===== src/rqmr_pkg.sv =====
package rqmr_pkg;

    localparam int FUNC_W    = 2;
    localparam int VALUE_W   = 32;
    localparam int SLOT_W    = 4;
    localparam int STATUS_W  = 2;
    localparam int OCC_W     = 5;
    localparam int S_TDATA_W = 40;
    localparam int M_TDATA_W = 40;
    localparam int S_PAD_W   = S_TDATA_W - VALUE_W - SLOT_W;
    localparam int M_PAD_W   = M_TDATA_W - VALUE_W - OCC_W;

    localparam logic [FUNC_W-1:0] FUNC_PUSH   = 2'd0;
    localparam logic [FUNC_W-1:0] FUNC_POP    = 2'd1;
    localparam logic [FUNC_W-1:0] FUNC_REMOVE = 2'd2;

    localparam logic [STATUS_W-1:0] ST_OK     = 2'd0;
    localparam logic [STATUS_W-1:0] ST_EMPTY  = 2'd1;
    localparam logic [STATUS_W-1:0] ST_FULL   = 2'd2;
    localparam logic [STATUS_W-1:0] ST_NOSLOT = 2'd3;

    typedef struct packed {
        logic [STATUS_W-1:0] status;
        logic [VALUE_W-1:0]  removed_value;
        logic [OCC_W-1:0]    occupancy;
    } result_t;

endpackage


===== src/ring_queue_with_middle_removal.sv =====
// Ordered ring queue of entry handles with push, pop and removal at a slot.
//
// Input channel s_*: one beat is one operation. s_tuser carries func
// (push, pop, remove at slot); s_tdata carries entry_value and slot.
// Result channel m_*: exactly one beat per operation, in order, with the
// status, the removed handle and the occupancy after the operation.
//
// m_tvalid rises after the accepting edge once the sequencer has passed
// through CHECK and EMIT for push, for func 3 and for any error; a pop or
// removal at the head adds a read of the ring in RDV; a removal in the
// middle adds n SHIFT steps, where n is the number of entries that move one
// slot (at most DEPTH - 2), one per cycle through the single read and single
// write port of the ring memory. s_tready returns high in the cycle the
// result is loaded into the output register. One operation is in flight at a
// time; a result waiting on m_tready still frees the sequencer, and the
// next result then holds it until the output register frees up.
//
// Reset empties the queue and sets the head to slot 0; ring contents are
// not cleared and need no clearing pass.
module ring_queue_with_middle_removal #(
    parameter int DEPTH       = 16,
    parameter int ENTRY_WIDTH = 32
) (
    input  logic                             aclk,
    input  logic                             aresetn,
    input  logic                             s_tvalid,
    output logic                             s_tready,
    // entry_value [31:0], slot [35:32], zero [39:36]
    input  logic [rqmr_pkg::S_TDATA_W-1:0]   s_tdata,
    // func [1:0]
    input  logic [rqmr_pkg::FUNC_W-1:0]      s_tuser,
    output logic                             m_tvalid,
    input  logic                             m_tready,
    // removed_value [31:0], occupancy [36:32], zero [39:37]
    output logic [rqmr_pkg::M_TDATA_W-1:0]   m_tdata,
    // status [1:0]
    output logic [rqmr_pkg::STATUS_W-1:0]    m_tuser
);

    import rqmr_pkg::*;

    localparam int IDX_W = $clog2(DEPTH);

    logic                   res_valid;
    logic                   res_ready;
    result_t                res;
    logic                   mem_we;
    logic [IDX_W-1:0]       mem_waddr;
    logic [ENTRY_WIDTH-1:0] mem_wdata;
    logic [IDX_W-1:0]       mem_raddr;
    logic [ENTRY_WIDTH-1:0] mem_rdata;

    logic    m_valid_reg, m_valid_next;
    result_t m_res_reg, m_res_next;

    rqmr_seq #(
        .DEPTH       (DEPTH),
        .ENTRY_WIDTH (ENTRY_WIDTH),
        .IDX_W       (IDX_W)
    ) u_seq (
        .aclk      (aclk),
        .aresetn   (aresetn),
        .in_valid  (s_tvalid),
        .in_ready  (s_tready),
        .in_func   (s_tuser),
        .in_value  (s_tdata[VALUE_W-1:0]),
        .in_slot   (s_tdata[VALUE_W+SLOT_W-1:VALUE_W]),
        .res_valid (res_valid),
        .res_ready (res_ready),
        .res       (res),
        .mem_we    (mem_we),
        .mem_waddr (mem_waddr),
        .mem_wdata (mem_wdata),
        .mem_raddr (mem_raddr),
        .mem_rdata (mem_rdata)
    );

    rqmr_ram #(
        .DEPTH       (DEPTH),
        .ENTRY_WIDTH (ENTRY_WIDTH),
        .IDX_W       (IDX_W)
    ) u_ram (
        .aclk  (aclk),
        .we    (mem_we),
        .waddr (mem_waddr),
        .wdata (mem_wdata),
        .raddr (mem_raddr),
        .rdata (mem_rdata)
    );

    assign res_ready = !m_valid_reg || m_tready;

    always_comb begin
        m_valid_next = m_valid_reg;
        m_res_next   = m_res_reg;
        if (res_valid && res_ready) begin
            m_valid_next = 1'b1;
            m_res_next   = res;
        end else if (m_tready) begin
            m_valid_next = 1'b0;
        end
    end

    always_ff @(posedge aclk) begin
        if (!aresetn) begin
            m_valid_reg <= 1'b0;
        end else begin
            m_valid_reg <= m_valid_next;
        end
        m_res_reg <= m_res_next;
    end

    assign m_tvalid = m_valid_reg;
    assign m_tuser  = m_res_reg.status;
    assign m_tdata  = {{M_PAD_W{1'b0}}, m_res_reg.occupancy, m_res_reg.removed_value};

endmodule


===== src/rqmr_ram.sv =====
module rqmr_ram #(
    parameter int DEPTH       = 16,
    parameter int ENTRY_WIDTH = 32,
    parameter int IDX_W       = $clog2(DEPTH)
) (
    input  logic                   aclk,
    input  logic                   we,
    input  logic [IDX_W-1:0]       waddr,
    input  logic [ENTRY_WIDTH-1:0] wdata,
    input  logic [IDX_W-1:0]       raddr,
    output logic [ENTRY_WIDTH-1:0] rdata
);

    logic [ENTRY_WIDTH-1:0] mem [DEPTH];

    always_ff @(posedge aclk) begin
        if (we) begin
            mem[waddr] <= wdata;
        end
        rdata <= mem[raddr];
    end

endmodule


===== src/rqmr_seq.sv =====
module rqmr_seq #(
    parameter int DEPTH       = 16,
    parameter int ENTRY_WIDTH = 32,
    parameter int IDX_W       = $clog2(DEPTH)
) (
    input  logic                            aclk,
    input  logic                            aresetn,
    input  logic                            in_valid,
    output logic                            in_ready,
    input  logic [rqmr_pkg::FUNC_W-1:0]     in_func,
    input  logic [rqmr_pkg::VALUE_W-1:0]    in_value,
    input  logic [rqmr_pkg::SLOT_W-1:0]     in_slot,
    output logic                            res_valid,
    input  logic                            res_ready,
    output rqmr_pkg::result_t               res,
    output logic                            mem_we,
    output logic [IDX_W-1:0]                mem_waddr,
    output logic [ENTRY_WIDTH-1:0]          mem_wdata,
    output logic [IDX_W-1:0]                mem_raddr,
    input  logic [ENTRY_WIDTH-1:0]          mem_rdata
);

    import rqmr_pkg::*;

    localparam int CNT_W = $clog2(DEPTH + 1);
    localparam int SUM_W = CNT_W + 1;
    localparam int CMP_W = ((IDX_W > SLOT_W) ? IDX_W : SLOT_W) + 1;

    typedef enum logic [2:0] {IDLE, CHECK, RDV, SHIFT, EMIT} state_t;

    state_t                 state_reg, state_next;
    logic [IDX_W-1:0]       head_reg, head_next;
    logic [CNT_W-1:0]       count_reg, count_next;
    logic [FUNC_W-1:0]      func_reg, func_next;
    logic [ENTRY_WIDTH-1:0] value_reg, value_next;
    logic [SLOT_W-1:0]      slot_reg, slot_next;
    logic [STATUS_W-1:0]    status_reg, status_next;
    logic [ENTRY_WIDTH-1:0] removed_reg, removed_next;
    logic [IDX_W-1:0]       pos_reg, pos_next;
    logic [IDX_W-1:0]       src_reg, src_next;
    logic [IDX_W-1:0]       dst_reg, dst_next;
    logic [IDX_W-1:0]       left_reg, left_next;
    logic                   up_reg, up_next;
    logic                   adv_reg, adv_next;
    logic                   inc_reg, inc_next;
    logic                   dec_reg, dec_next;

    logic [SUM_W-1:0] sum;
    logic [IDX_W-1:0] tail;
    logic             full;
    logic             empty;
    logic             wrapped;
    logic             slot_bad;
    logic [IDX_W-1:0] pos;
    logic [SUM_W-1:0] off;
    logic             head_mode;
    logic             up_mode;
    logic [SUM_W-1:0] moves;
    logic [CNT_W-1:0] count_after;

    function automatic logic [IDX_W-1:0] next_idx(input logic [IDX_W-1:0] i);
        return (i == IDX_W'(DEPTH - 1)) ? '0 : i + 1'b1;
    endfunction

    function automatic logic [IDX_W-1:0] prev_idx(input logic [IDX_W-1:0] i);
        return (i == '0) ? IDX_W'(DEPTH - 1) : i - 1'b1;
    endfunction

    function automatic logic [IDX_W-1:0] step_idx(input logic up, input logic [IDX_W-1:0] i);
        return up ? prev_idx(i) : next_idx(i);
    endfunction

    always_comb begin
        sum       = SUM_W'(head_reg) + SUM_W'(count_reg);
        tail      = (sum >= SUM_W'(DEPTH)) ? IDX_W'(sum - SUM_W'(DEPTH)) : IDX_W'(sum);
        full      = (count_reg == CNT_W'(DEPTH));
        empty     = (count_reg == '0);
        wrapped   = (sum > SUM_W'(DEPTH));
        slot_bad  = (CMP_W'(slot_reg) >= CMP_W'(DEPTH));
        pos       = (func_reg == FUNC_REMOVE) ? IDX_W'(slot_reg) : head_reg;
        off       = (pos >= head_reg) ? SUM_W'(pos) - SUM_W'(head_reg)
                                      : SUM_W'(pos) + SUM_W'(DEPTH) - SUM_W'(head_reg);
        head_mode = (pos == head_reg);
        up_mode   = !head_mode && wrapped && (pos > head_reg);
        if (head_mode) begin
            moves = '0;
        end else if (up_mode) begin
            moves = off;
        end else begin
            moves = SUM_W'(count_reg) - 1'b1 - off;
        end
        if (inc_reg) begin
            count_after = count_reg + 1'b1;
        end else if (dec_reg) begin
            count_after = count_reg - 1'b1;
        end else begin
            count_after = count_reg;
        end
    end

    always_comb begin
        state_next   = state_reg;
        head_next    = head_reg;
        count_next   = count_reg;
        func_next    = func_reg;
        value_next   = value_reg;
        slot_next    = slot_reg;
        status_next  = status_reg;
        removed_next = removed_reg;
        pos_next     = pos_reg;
        src_next     = src_reg;
        dst_next     = dst_reg;
        left_next    = left_reg;
        up_next      = up_reg;
        adv_next     = adv_reg;
        inc_next     = inc_reg;
        dec_next     = dec_reg;
        mem_we       = 1'b0;
        mem_waddr    = dst_reg;
        mem_wdata    = mem_rdata;
        mem_raddr    = src_reg;
        in_ready     = (state_reg == IDLE);
        res_valid    = (state_reg == EMIT);

        case (state_reg)
            IDLE: begin
                if (in_valid) begin
                    func_next  = in_func;
                    value_next = ENTRY_WIDTH'(in_value);
                    slot_next  = in_slot;
                    state_next = CHECK;
                end
            end
            CHECK: begin
                removed_next = '0;
                status_next  = ST_OK;
                inc_next     = 1'b0;
                dec_next     = 1'b0;
                adv_next     = 1'b0;
                state_next   = EMIT;
                case (func_reg)
                    FUNC_PUSH: begin
                        if (full) begin
                            status_next = ST_FULL;
                        end else begin
                            mem_we    = 1'b1;
                            mem_waddr = tail;
                            mem_wdata = value_reg;
                            inc_next  = 1'b1;
                        end
                    end
                    FUNC_POP, FUNC_REMOVE: begin
                        if (empty) begin
                            status_next = ST_EMPTY;
                        end else if (func_reg == FUNC_REMOVE &&
                                     (slot_bad || off >= SUM_W'(count_reg))) begin
                            status_next = ST_NOSLOT;
                        end else begin
                            mem_raddr  = pos;
                            pos_next   = pos;
                            dec_next   = 1'b1;
                            adv_next   = head_mode || up_mode;
                            up_next    = up_mode;
                            left_next  = IDX_W'(moves);
                            state_next = RDV;
                        end
                    end
                    default: ;
                endcase
            end
            RDV: begin
                removed_next = mem_rdata;
                if (left_reg == '0) begin
                    state_next = EMIT;
                end else begin
                    mem_raddr  = step_idx(up_reg, pos_reg);
                    src_next   = step_idx(up_reg, pos_reg);
                    dst_next   = pos_reg;
                    left_next  = left_reg - 1'b1;
                    state_next = SHIFT;
                end
            end
            SHIFT: begin
                mem_we    = 1'b1;
                mem_waddr = dst_reg;
                mem_wdata = mem_rdata;
                dst_next  = src_reg;
                if (left_reg != '0) begin
                    mem_raddr = step_idx(up_reg, src_reg);
                    src_next  = step_idx(up_reg, src_reg);
                    left_next = left_reg - 1'b1;
                end else begin
                    state_next = EMIT;
                end
            end
            EMIT: begin
                if (res_ready) begin
                    count_next = count_after;
                    head_next  = adv_reg ? next_idx(head_reg) : head_reg;
                    state_next = IDLE;
                end
            end
            default: state_next = IDLE;
        endcase
    end

    always_comb begin
        res.status        = status_reg;
        res.removed_value = VALUE_W'(removed_reg);
        res.occupancy     = OCC_W'(count_after);
    end

    always_ff @(posedge aclk) begin
        if (!aresetn) begin
            state_reg <= IDLE;
            head_reg  <= '0;
            count_reg <= '0;
        end else begin
            state_reg <= state_next;
            head_reg  <= head_next;
            count_reg <= count_next;
        end
        func_reg    <= func_next;
        value_reg   <= value_next;
        slot_reg    <= slot_next;
        status_reg  <= status_next;
        removed_reg <= removed_next;
        pos_reg     <= pos_next;
        src_reg     <= src_next;
        dst_reg     <= dst_next;
        left_reg    <= left_next;
        up_reg      <= up_next;
        adv_reg     <= adv_next;
        inc_reg     <= inc_next;
        dec_reg     <= dec_next;
    end

endmodule


===== config.mk =====
export PLATFORM = sky130hd
export DESIGN_NAME = ring_queue_with_middle_removal
export DESIGN_NICKNAME = d
export VERILOG_FILES = /design/src/rqmr_pkg.sv /design/src/ring_queue_with_middle_removal.sv /design/src/rqmr_ram.sv /design/src/rqmr_seq.sv
export SDC_FILE = /design/constraint.sdc
export NUM_CORES = 1
export LEC_CHECK = 0
export BUFFER_PORTS_ARGS = -buffer_cell sky130_fd_sc_hd__clkbuf_2
export CAP_MARGIN = 10
export CORE_UTILIZATION = 60
export DETAILED_ROUTE_END_ITERATION = 12
export PLACE_DENSITY = 0.75
export SYNTH_ARGS = -nofsm -noshare
export SYNTH_HDL_FRONTEND = slang
export SYNTH_SLANG_ARGS = --single-unit

===== constraint.sdc =====
create_clock -name aclk -period 5.4 [get_ports aclk]
set_input_delay 0.81 -clock aclk [delete_from_list [all_inputs] [get_ports aclk]]
set_output_delay 0.81 -clock aclk [all_outputs]
set_load 0.03 [all_outputs]

==> run_results.csv, run 1 <==
group,metric,value,unit
timing,finClkSkew,0.0193,ns
timing,setup_violations,0,
worst_setup_path,crit_buf_inv,6,
drt,ant_nets,0,
floorplan,rows,78,
timing,tightest_slew,1.12,ns
cts,cts_tree,"built",
grt,grt_max_degree,65,
worst_setup_path,crit_arrival,5.51,ns
final_layout,regMostFlops,"u_ram.mem",
cts,htreeDepth,3,
synthesis,async_flop_share,0,
worst_setup_path,cpMaxStageDelayCell,"fa_1",
worst_setup_path,slowest_delay,0.57,ns
cts,tritoncts.num_buffers,68,
grt,grt_usage,0.263,
cts,cts_sinks,688,
worst_setup_path,cp-end-kind,"flip-flop",
synthesis,synth-seq-cells,688,
timing,max_freq,0.199,GHz
grt,grt_pass1_vias,15500,
drt,drtIter0Drc,1570,
worst_setup_path,crit_fanout,22,
timing,relSlewSlack,0.253,
synthesis,synthDistinctLibCells,74,
outcome,status,"finished, final reports clean",
synthesis,synth_edf_count,643,
final_layout,layout.nets,1950,
worst_setup_path,cp_cell_sequence,"inv_1 > ha_2 > mux2_2 > inv_1 > ha_1 > fa_1 > inv_1 > fa_1 > a21oi_1 > o22ai_1 > o311ai_1 > o311ai_4 > buf_4 > o31ai_1 > buf_4 > nor3_2 > buf_4 > a32o_1 > a2111oi_2",
floorplan,start_util,0.612,
cts,path_clk_slew,0.06,ns
final_layout,fin_area,31700,um2
final_layout,layout_common_cells,"643 x edfxtp_1, 227 x nand2_1, 170 x mux2i_1, 82 x clkbuf_2, 73 x clkbuf_16",
cts,clkLatencyLatePin,0.60,ns
place,dp_hpwl,33800,um
grt,grt_pass1_wl,91500,um
worst_setup_path,worstSetupPathType,"flip-flop to flip-flop",
place,dpl_cell_area,29400,um2
final_layout,largest_reg_flops,512,
timing,finalMaxSlewViolations,0,
final_layout,area_growth,13.2,%
power_and_ir_drop,vdd_drop_max,0.245,mV
worst_setup_path,cpLargestDelayFamily,"compound AO/OA/AOI/OAI gates",
timing,fin_crit,5.03,ns
cts,cts_buffer_depth,3,
floorplan,num_io_pins,90,
timing,fin_crit_sh,0.932,
min_path,hold_class,"primary input to flip-flop",
run,cap_violations,0,
drt,num_vias,15800,
worst_setup_path,rrSetupSlack,0.37,ns
cts,root_buffer,"clkbuf_16",
drt,firstDrtPassIters,6,
power_and_ir_drop,p_leak,11.1,nW
floorplan,dieWidth,218,um
drt,drc,0,
worst_setup_path,required,5.87,ns
floorplan,die_area,47500,um2
synthesis,seq_area_frac_synth,0.723,
worst_setup_path,start_kind,"flip-flop",
place,port_buffers,82,
drt,avgViaCountPerCell,6.23,
place,dpl.cell_count,2400,
floorplan,core_area,45700,um2
final_layout,antennaDiodeCount,0,
floorplan,die_y,218,um
drt,wirelength,61400,um
drt,routedWlPerCell,24.3,um
grt,antenna_found_initial,1,
synthesis,syn_inst,1755,
grt,grt.overflow.total,0,
synthesis,yosys_warnings,0,
synthesis,synth_ff_type,"edfxtp_1",
final_layout,final_common_cell,"edfxtp_1",
synthesis,synth_area,28000,um2
final_layout,drive_gt1_frac,0.198,
final_layout,fin_cells,2528,
synthesis,avgSynthCellArea,15.9,um2
timing,hold_violations,0,
power_and_ir_drop,cellPowerDensity,359,nW/um2
place,place_congestion,0.865,
## per-layer routing
metal | track usage | vias to the layer above | part of all wire
li1 | - | 7012 | -
met1 | 0.360 | 7840 | 0.41
met2 | 0.417 | 722 | 0.47
met3 | 0.0423 | 177 | 0.079
met4 | 0.117 | 0 | 0.037
met5 | 0 | - | 0
## path summary, 6_finish.rpt
check | cells after the start | start | to
worst max-delay path | 19 | u_seq.func_reg[0] | u_ram.rdata[19]
worst min-delay path | 1 | s_tdata[12] | u_seq.value_reg[12]
worst max register to register | 19 | u_seq.func_reg[0] | u_ram.rdata[19]
worst min register to register | 0 | u_seq.removed_reg[31] | m_tdata[31]
## area by class of cell
cell class,count,area (um2)
Clock buffer,97,1930
Tap cell,600,751
Multi-Input combinational cell,945,7290
Inverter,32,120
Sequential cell,688,20200
Clock inverter,28,243
Timing Repair Buffer,138,1120
Fill cell,2930,14000
## stage by stage
stage | util | worst slack, ns | setup TNS [ns] | hold slack (ns) | power, mW
after detailed placement | 0.644 | 0.148 | 0 | 0.405 | 6.89
after CTS | 0.692 | 0.146 | 0 | 0.360 | 11.4
after global routing | 0.693 | -0.00742 | -0.00742 | 0.371 | 11.7
after floorplan | - | 0.712 | 0 | 0.400 | 6.65
final | 0.693 | 0.368 | 0 | 0.394 | 11.4
after global placement | 0.644 | 0.249 | 0 | 0.401 | 6.86
## worst register-to-register path, stage by stage (launching register included)
cell       delay, ns
edfxtp_1        0.40
inv_1           0.10
ha_2            0.27
mux2_2          0.30
inv_1           0.07
ha_1            0.26
fa_1            0.57
inv_1           0.08
fa_1            0.42
a21oi_1         0.16
o22ai_1         0.15
o311ai_1        0.51
o311ai_4        0.25
buf_4           0.21
o31ai_1         0.07
buf_4           0.19
nor3_2          0.05
buf_4           0.26
a32o_1          0.30
a2111oi_2       0.31
## synthesized netlist by cell type, types with 4 or more instances
cell         n  area [um2]
nor3b_1      4        30.0
nand2_1    229         860
a21boi_0     5        37.5
inv_2        4        15.0
buf_6       12         135
and2_1      41         257
a32o_1      65         651
o22ai_1      8        50.1
nand4_1     35         219
a2111oi_2   32         480
buf_2       18        90.1
nor2b_1      6        37.5
dfxtp_1     45         901
clkbuf_1    42         158
nor3_1      11        55.1
o21ai_0     49         245
a31oi_1      5        31.3
nor2_1      31         116
ha_1        28         350
edfxtp_1   643       19300
xor2_1       5        43.8
mux2i_1    170        1700
a21oi_1     50         250
mux2_2      68         766
buf_4       10        75.1
a21o_1       6        45.0
buf_1        6        22.5
xnor2_1     15         131
inv_1       28         105
nand3_1      6        30.0
nand2b_1    10        62.6
a211oi_1     4        30.0
## report_power, final
group | internal [mW] | total [mW] | switching, mW
logic | 0.243 | 0.715 | 0.471
clock network | 2.65 | 4.57 | 1.93
registers | 6.03 | 6.07 | 0.0443
## cells by family (layout without fill, tap and decap cells)
family	count (synthesis)	count (layout)	share of synthesized area
flip-flops	688	688	0.723
AO/OA/AOI/OAI	257	257	0.0775
other	1	3	0.000134
adder cells (fa/ha/maj)	31	31	0.0147
multiplexers	238	238	0.0883
buffers and inverters	124	295	0.0238
XOR/XNOR	20	20	0.00627
AND/OR/NAND/NOR	396	396	0.0665
## what timing repair did
item                       4_1_cts  5_1_grt
resized for setup                0        8
setup endpoints to repair        0       32
buffers inserted                 0        2
hold buffers                     0        0
hold endpoints to repair         0        0
No activity file was read; power rests on OpenSTA's default activity.
==> run 2, diff against run 1 <==
- SYNTH_HIERARCHICAL: not set -> 1
==> run 2 against run 1 <==
Net effect:
- clock power is 2% lower
- hold slack worse by 0.0083 ns
- critical path depth is 1 lower
- critical path type unchanged
==> run_results.csv, run 2 <==
group,metric,value,unit
outcome,status,"finished, final reports clean",
drt,avgViaCountPerCell,6.33,
drt,routedWlPerCell,26.7,um
final_layout,fin_cells,2167,
place,dpl.cell_count,2044,
synthesis,yosys_warnings,6,
worst_setup_path,slowest_delay,0.53,ns
floorplan,dieWidth,214,um
final_layout,regMostFlops,"u_ram/mem",
synthesis,synthMostInstantiatedCell,"edfxtp_1",
cts,cts_tree,"built",
worst_setup_path,cpMaxStageDelayCell,"a221o_4",
timing,max_freq,0.195,GHz
final_layout,antennaDiodeCount,0,
grt,grt_pass1_wl,85200,um
worst_setup_path,cp-end-kind,"flip-flop",
final_layout,drive_gt1_frac,0.269,
timing,finClkSkew,0.0257,ns
synthesis,syn_inst,1389,
cts,htreeDepth,3,
grt,grt_max_degree,93,
final_layout,layout_common_cells,"643 x edfxtp_1, 128 x mux4_2, 82 x clkbuf_2, 71 x clkbuf_16, 70 x nand2_1",
synthesis,synth-seq-cells,688,
floorplan,die_y,214,um
synthesis,synth_top_area_cell,"edfxtp_1",
drt,drc,0,
final_layout,largest_reg_flops,512,
cts,cts_setup_buffers,0,
drt,num_vias,13700,
grt,grt.overflow.total,0,
floorplan,start_util,0.609,
floorplan,rows,77,
synthesis,synth_top_area_frac,0.717,
min_path,hold_class,"primary input to flip-flop",
cts,path_clk_slew,0.06,ns
worst_setup_path,required,5.86,ns
final_layout,fin_area,30600,um2
synthesis,synthTopCellsByCount,"643 x edfxtp_1, 128 x mux4_2, 71 x nand2_1",
cts,tritoncts.num_buffers,68,
cts,cts_resized,0,
timing,setup_violations,0,
final_layout,layout.nets,1600,
cts,root_buffer,"clkbuf_16",
cts,clkLatencyLatePin,0.59,ns
synthesis,avgSynthCellArea,19.4,um2
timing,rsz0062_at_grt,"no",
drt,drtIter0Drc,1397,
drt,ant_nets,0,
cts,cts_buffer_depth,3,
synthesis,synth_ff_type,"edfxtp_1",
final_layout,area_growth,13.7,%
final_layout,fillers,2685,
place,port_buffers,82,
synthesis,async_flop_share,0,
cts,cts_hold_buf,0,
timing,fin_crit_sh,0.951,
worst_setup_path,cp_cell_sequence,"inv_1 > ha_2 > nand2_1 > o21ai_0 > ha_1 > nor2b_1 > o31a_1 > a21oi_1 > ha_1 > a211o_1 > a31oi_2 > o22ai_4 > o31a_1 > a221o_4 > buf_16 > mux4_2 > a22oi_1 > nand2_1",
floorplan,core_area,44200,um2
timing,relSlewSlack,0.254,
place,place_congestion,0.862,
run,cap_violations,0,
synthesis,seq_area_frac_synth,0.750,
floorplan,num_io_pins,90,
worst_setup_path,r2r_start,"u_seq/func_reg[0]",
synthesis,synthDistinctLibCells,77,
power_and_ir_drop,cellPowerDensity,355,nW/um2
min_path,hold_path_depth,1,
worst_setup_path,crit_fanout,56,
worst_setup_path,worstSetupStartpoint,"u_seq/func_reg[0]",
final_layout,final_common_cell,"edfxtp_1",
power_and_ir_drop,vdd_drop_max,0.215,mV
timing,hold_violations,0,
place,dp_hpwl,29900,um
worst_setup_path,r2r_cells,18,
synthesis,synthTopCellsByArea,"edfxtp_1 72%, mux4_2 11%, dfxtp_1 3.3%",
min_path,hold_start,"s_tdata[30]",
grt,grt_usage,0.263,
worst_setup_path,crit_arrival,5.60,ns
cts,cts_sinks,688,
drt,firstDrtPassIters,5,
worst_setup_path,start_kind,"flip-flop",
drt,wirelength,57800,um
floorplan,die_area,45800,um2
grt,antenna_found_initial,0,
synthesis,synth_area,26900,um2
worst_setup_path,worstSetupPathType,"flip-flop to flip-flop",
timing,tightest_slew,1.12,ns
timing,fin_setup_tns,0,ns
place,dpl_cell_area,28500,um2
synthesis,synth_edf_count,643,
timing,fin_crit,5.14,ns
timing,finalMaxSlewViolations,0,
grt,grt_pass1_vias,13900,
power_and_ir_drop,p_leak,10.2,nW
## run 2: cell count changes after synthesis, sizes merged, moves of 30 or more
cell,delta
mux2,-35
a2111oi,-30
nand4,-31
a21oi,-37
nand2,-158
a32o,-65
mux4,+128
a22oi,+62
mux2i,-164
## run 2: logic make-up (layout without fill, tap and decap cells)
family | count (synthesis) | count (layout) | synth area share
xor gates and xnor gates | 18 | 18 | 0.00585
muxes | 167 | 167 | 0.123
DFF | 688 | 688 | 0.750
adders and majority gates | 32 | 32 | 0.0157
and+or+nand+nor | 213 | 213 | 0.0418
AOI/OAI and AO/OA | 169 | 169 | 0.0464
buffers and inverters | 101 | 285 | 0.0169
other | 1 | 3 | 0.000139
## run 2: cell type report
class	instances	area, um2	share of cell area
Multi-Input combinational cell	602	6460	0.211
Tap cell	592	741	0.0242
Clock inverter	30	216	0.00707
Clock buffer	93	1890	0.0617
Sequential cell	688	20200	0.660
Inverter	34	128	0.00417
Timing Repair Buffer	128	980	0.0320
## run 2: worst paths after layout
path                              end  slack [ns]
hold reg to reg           m_tdata[30]        0.41
hold / removal    u_seq/value_reg[30]        0.39
setup reg to reg      u_ram/rdata[18]        0.26
setup / recovery      u_ram/rdata[18]        0.26
## run 2: per-layer routing
layer | part of all wire | wire [um] | GRT usage | up-vias
met3 | 0.074 | 4310 | 0.0428 | 145
met5 | 0 | 0 | 0 | -
met4 | 0.035 | 2030 | 0.110 | 0
met2 | 0.50 | 28900 | 0.432 | 622
li1 | - | - | - | 5876
met1 | 0.39 | 22600 | 0.353 | 7070
## run 2: critical path, delay by kind of cell (launching register included)
family | cells | cell delay [ns]
buffers and inverters | 2 | 0.38
DFF | 1 | 0.41
adders and majority gates | 3 | 0.97
AOI/OAI and AO/OA | 9 | 2.38
and+or+nand+nor | 3 | 0.32
muxes | 1 | 0.50
## run 2: through the flow
stage / utilization / setup slack (ns) / power (mW) / hold slack (ns)
5_1_grt: 0.693 / 0.00152 / 11.2 / 0.376
6_report: 0.693 / 0.263 / 10.9 / 0.386
4_1_cts: 0.692 / 0.0620 / 10.9 / 0.366
3_5_place_dp: 0.645 / 0.143 / 6.51 / 0.405
2_1_floorplan: - / 0.624 / 6.36 / 0.400
3_3_place_gp: 0.645 / 0.280 / 6.49 / 0.400
## run 2: power by group
| group | switching [mW] | leakage (nW) | total (mW) | internal (mW) |
|---|---|---|---|---|
| Clock | 1.91 | 1.03 | 4.47 | 2.56 |
| Combinational | 0.280 | 3.00 | 0.434 | 0.154 |
| Sequential | 0.0339 | 6.21 | 5.97 | 5.93 |
| Total | 2.22 | 10.2 | 10.9 | 8.65 |
==> run 3, diff against run 2 <==
==> constraint.sdc (replaced) <==
create_clock -name aclk -period 5.4 [get_ports aclk]
set_input_delay 0.54 -clock aclk [delete_from_list [all_inputs] [get_ports aclk]]
set_output_delay 0.54 -clock aclk [all_outputs]
set_load 0.03 [all_outputs]
==> run 3 against run 2 <==
Net effect:
- register-to-register slack barely moved
- cell area rose by 0.77%
- critical path depth fell by 1
- die area did not move
- final cell count rose by 0.14%
- total power rose by 2.5%
- non-clock buffer count fell by 1
- combinational power rose by 2%
- utilization rose by 0.53 points
==> run_results.csv, run 3 (synthesized netlist as in run 2, its figures left out) <==
group,metric,value,unit
drt,avgViaCountPerCell,6.35,
grt,grt_pass1_vias,13700,
worst_setup_path,cp_cell_sequence,"inv_1 > ha_2 > mux2i_2 > ha_1 > nand2b_1 > a21oi_1 > xnor2_1 > nor4_1 > ha_1 > o21ai_0 > o22ai_4 > o311ai_0 > o211ai_1 > nor2b_4 > buf_4 > a22oi_1 > nand2_1",
power_and_ir_drop,p_leak,10.3,nW
final_layout,fin_area,30900,um2
grt,grt_pass1_wl,85300,um
worst_setup_path,cpMaxStageDelayCell,"nor2b_4",
floorplan,die_y,214,um
worst_setup_path,cp-end-kind,"flip-flop",
cts,clkLatencyLatePin,0.60,ns
place,port_buffers,82,
final_layout,largest_reg_flops,512,
worst_setup_path,slowest_delay,0.94,ns
timing,finClkSkew,0.0236,ns
final_layout,antennaDiodeCount,0,
final_layout,area_growth,14.6,%
power_and_ir_drop,vdd_drop_max,0.242,mV
worst_setup_path,worstSetupPathType,"flip-flop to flip-flop",
cts,cts_buffer_depth,3,
timing,relSlewSlack,0.231,
power_and_ir_drop,switching_share,0.206,
cts,tritoncts.num_buffers,69,
worst_setup_path,crit_arrival,5.65,ns
floorplan,num_io_pins,90,
place,dp_hpwl,29500,um
floorplan,start_util,0.609,
final_layout,drive_gt1_frac,0.275,
cts,cts_tree,"built",
floorplan,dieWidth,214,um
worst_setup_path,r2r_cells,17,
power_and_ir_drop,power_switching,2.29,mW
final_layout,regMostFlops,"u_ram/mem",
worst_setup_path,start_kind,"flip-flop",
grt,antenna_found_initial,0,
drt,routedWlPerCell,26.5,um
timing,fin_setup_tns,0,ns
worst_setup_path,crit_fanout,26,
power_and_ir_drop,p_comb_frac,0.040,
grt,grt_max_degree,63,
timing,fin_crit_sh,0.949,
cts,cts_sinks,688,
drt,drc,0,
grt,grt.overflow.total,0,
min_path,hold_path_depth,1,
place,dpl_cell_area,28600,um2
final_layout,layout.nets,1600,
drt,num_vias,13800,
outcome,status,"finished, final reports clean",
cts,htreeDepth,3,
min_path,hold_class,"primary input to flip-flop",
timing,rsz0062_at_grt,"no",
power_and_ir_drop,clockPowerShare,0.425,
place,place_congestion,0.856,
timing,hold_violations,0,
drt,drtIter0Drc,1424,
cts,root_buffer,"clkbuf_16",
floorplan,die_area,45800,um2
power_and_ir_drop,p_int,8.85,mW
power_and_ir_drop,seqPwrFrac,0.536,
final_layout,layout_common_cells,"643 x edfxtp_1, 128 x mux4_2, 82 x clkbuf_2, 70 x clkbuf_16, 70 x nand2_1",
worst_setup_path,critPathMostFrequentCell,"ha_1",
floorplan,rows,77,
drt,firstDrtPassIters,5,
worst_setup_path,required,5.93,ns
final_layout,final_common_cell,"edfxtp_1",
timing,tightest_slew,1.15,ns
floorplan,core_area,44200,um2
timing,fin_crit,5.12,ns
timing,setup_violations,0,
run,cap_violations,0,
drt,wirelength,57600,um
drt,ant_nets,0,
timing,max_freq,0.195,GHz
cts,path_clk_slew,0.06,ns
cts,cts_hold_buf,0,
grt,grt_usage,0.261,
timing,finalMaxSlewViolations,0,
power_and_ir_drop,cellPowerDensity,361,nW/um2
==> run 3: cell type report <==
type | instances | area (um2)
Clock buffer | 89 | 1820
Multi-Input combinational cell | 602 | 6460
Clock inverter | 38 | 439
Tap cell | 592 | 741
Fill cell | 2650 | 13400
Timing Repair Buffer | 127 | 1060
Sequential cell | 688 | 20200
Inverter | 34 | 128
==> run 3: worst max-delay path, delay by kind of cell (launching register included) <==
| family | cells | cell delay [ns] |
|---|---|---|
| AND/OR/NAND/NOR | 4 | 1.45 |
| adder cells (fa/ha/maj) | 3 | 0.94 |
| multiplexers | 1 | 0.33 |
| XOR/XNOR | 1 | 0.10 |
| AO/OA/AOI/OAI | 6 | 1.38 |
| flip-flops | 1 | 0.39 |
| buffers and inverters | 2 | 0.44 |
==> run 3: worst paths after layout <==
check                         from                  end  slack [ns]
max              u_seq/func_reg[0]       u_ram/rdata[6]        0.28
min                    s_tdata[22]  u_seq/value_reg[22]        0.12
max reg2reg      u_seq/func_reg[0]       u_ram/rdata[6]        0.28
min reg2reg  u_seq/removed_reg[14]          m_tdata[14]        0.42
==> run 3: power groups by stage <==
stage / combinational, mW / clock, mW / sequential, mW
after detailed placement: 0.437 / 0 / 6.08
after floorplan: 0.281 / 0 / 6.08
after global placement: 0.421 / 0 / 6.07
after global routing: 0.478 / 5.00 / 5.97
after CTS: 0.441 / 4.81 / 5.97
final: 0.441 / 4.73 / 5.96
==> run 3: stage by stage <==
step	hold WS (ns)	utilization	cells	setup WS [ns]	total power [mW]
6_report	0.119	0.698	2170	0.275	11.1
4_1_cts	0.0916	0.697	2169	0.0701	11.2
2_1_floorplan	0.400	-	1391	0.624	6.36
5_1_grt	0.104	0.698	2170	0.0369	11.4
3_5_place_dp	0.405	0.646	2042	0.144	6.51
3_3_place_gp	0.401	0.646	2042	0.306	6.50
==> run 3: per-layer routing <==
metal  global-route usage  up-vias  part of all wire
li1                     -     5886                 -
met1                0.349     7124              0.39
met2                0.436      650              0.50
met3               0.0442      111             0.075
met4               0.0978        0             0.032
met5                    0        -                 0
==> run 3: timing repair <==
| item | 4_1_cts | 5_1_grt |
|---|---|---|
| endpoints found under the hold margin | 0 | 0 |
| buffers inserted | 0 | 0 |
| gates resized for setup | 0 | 3 |
| setup endpoints to repair | 0 | 25 |
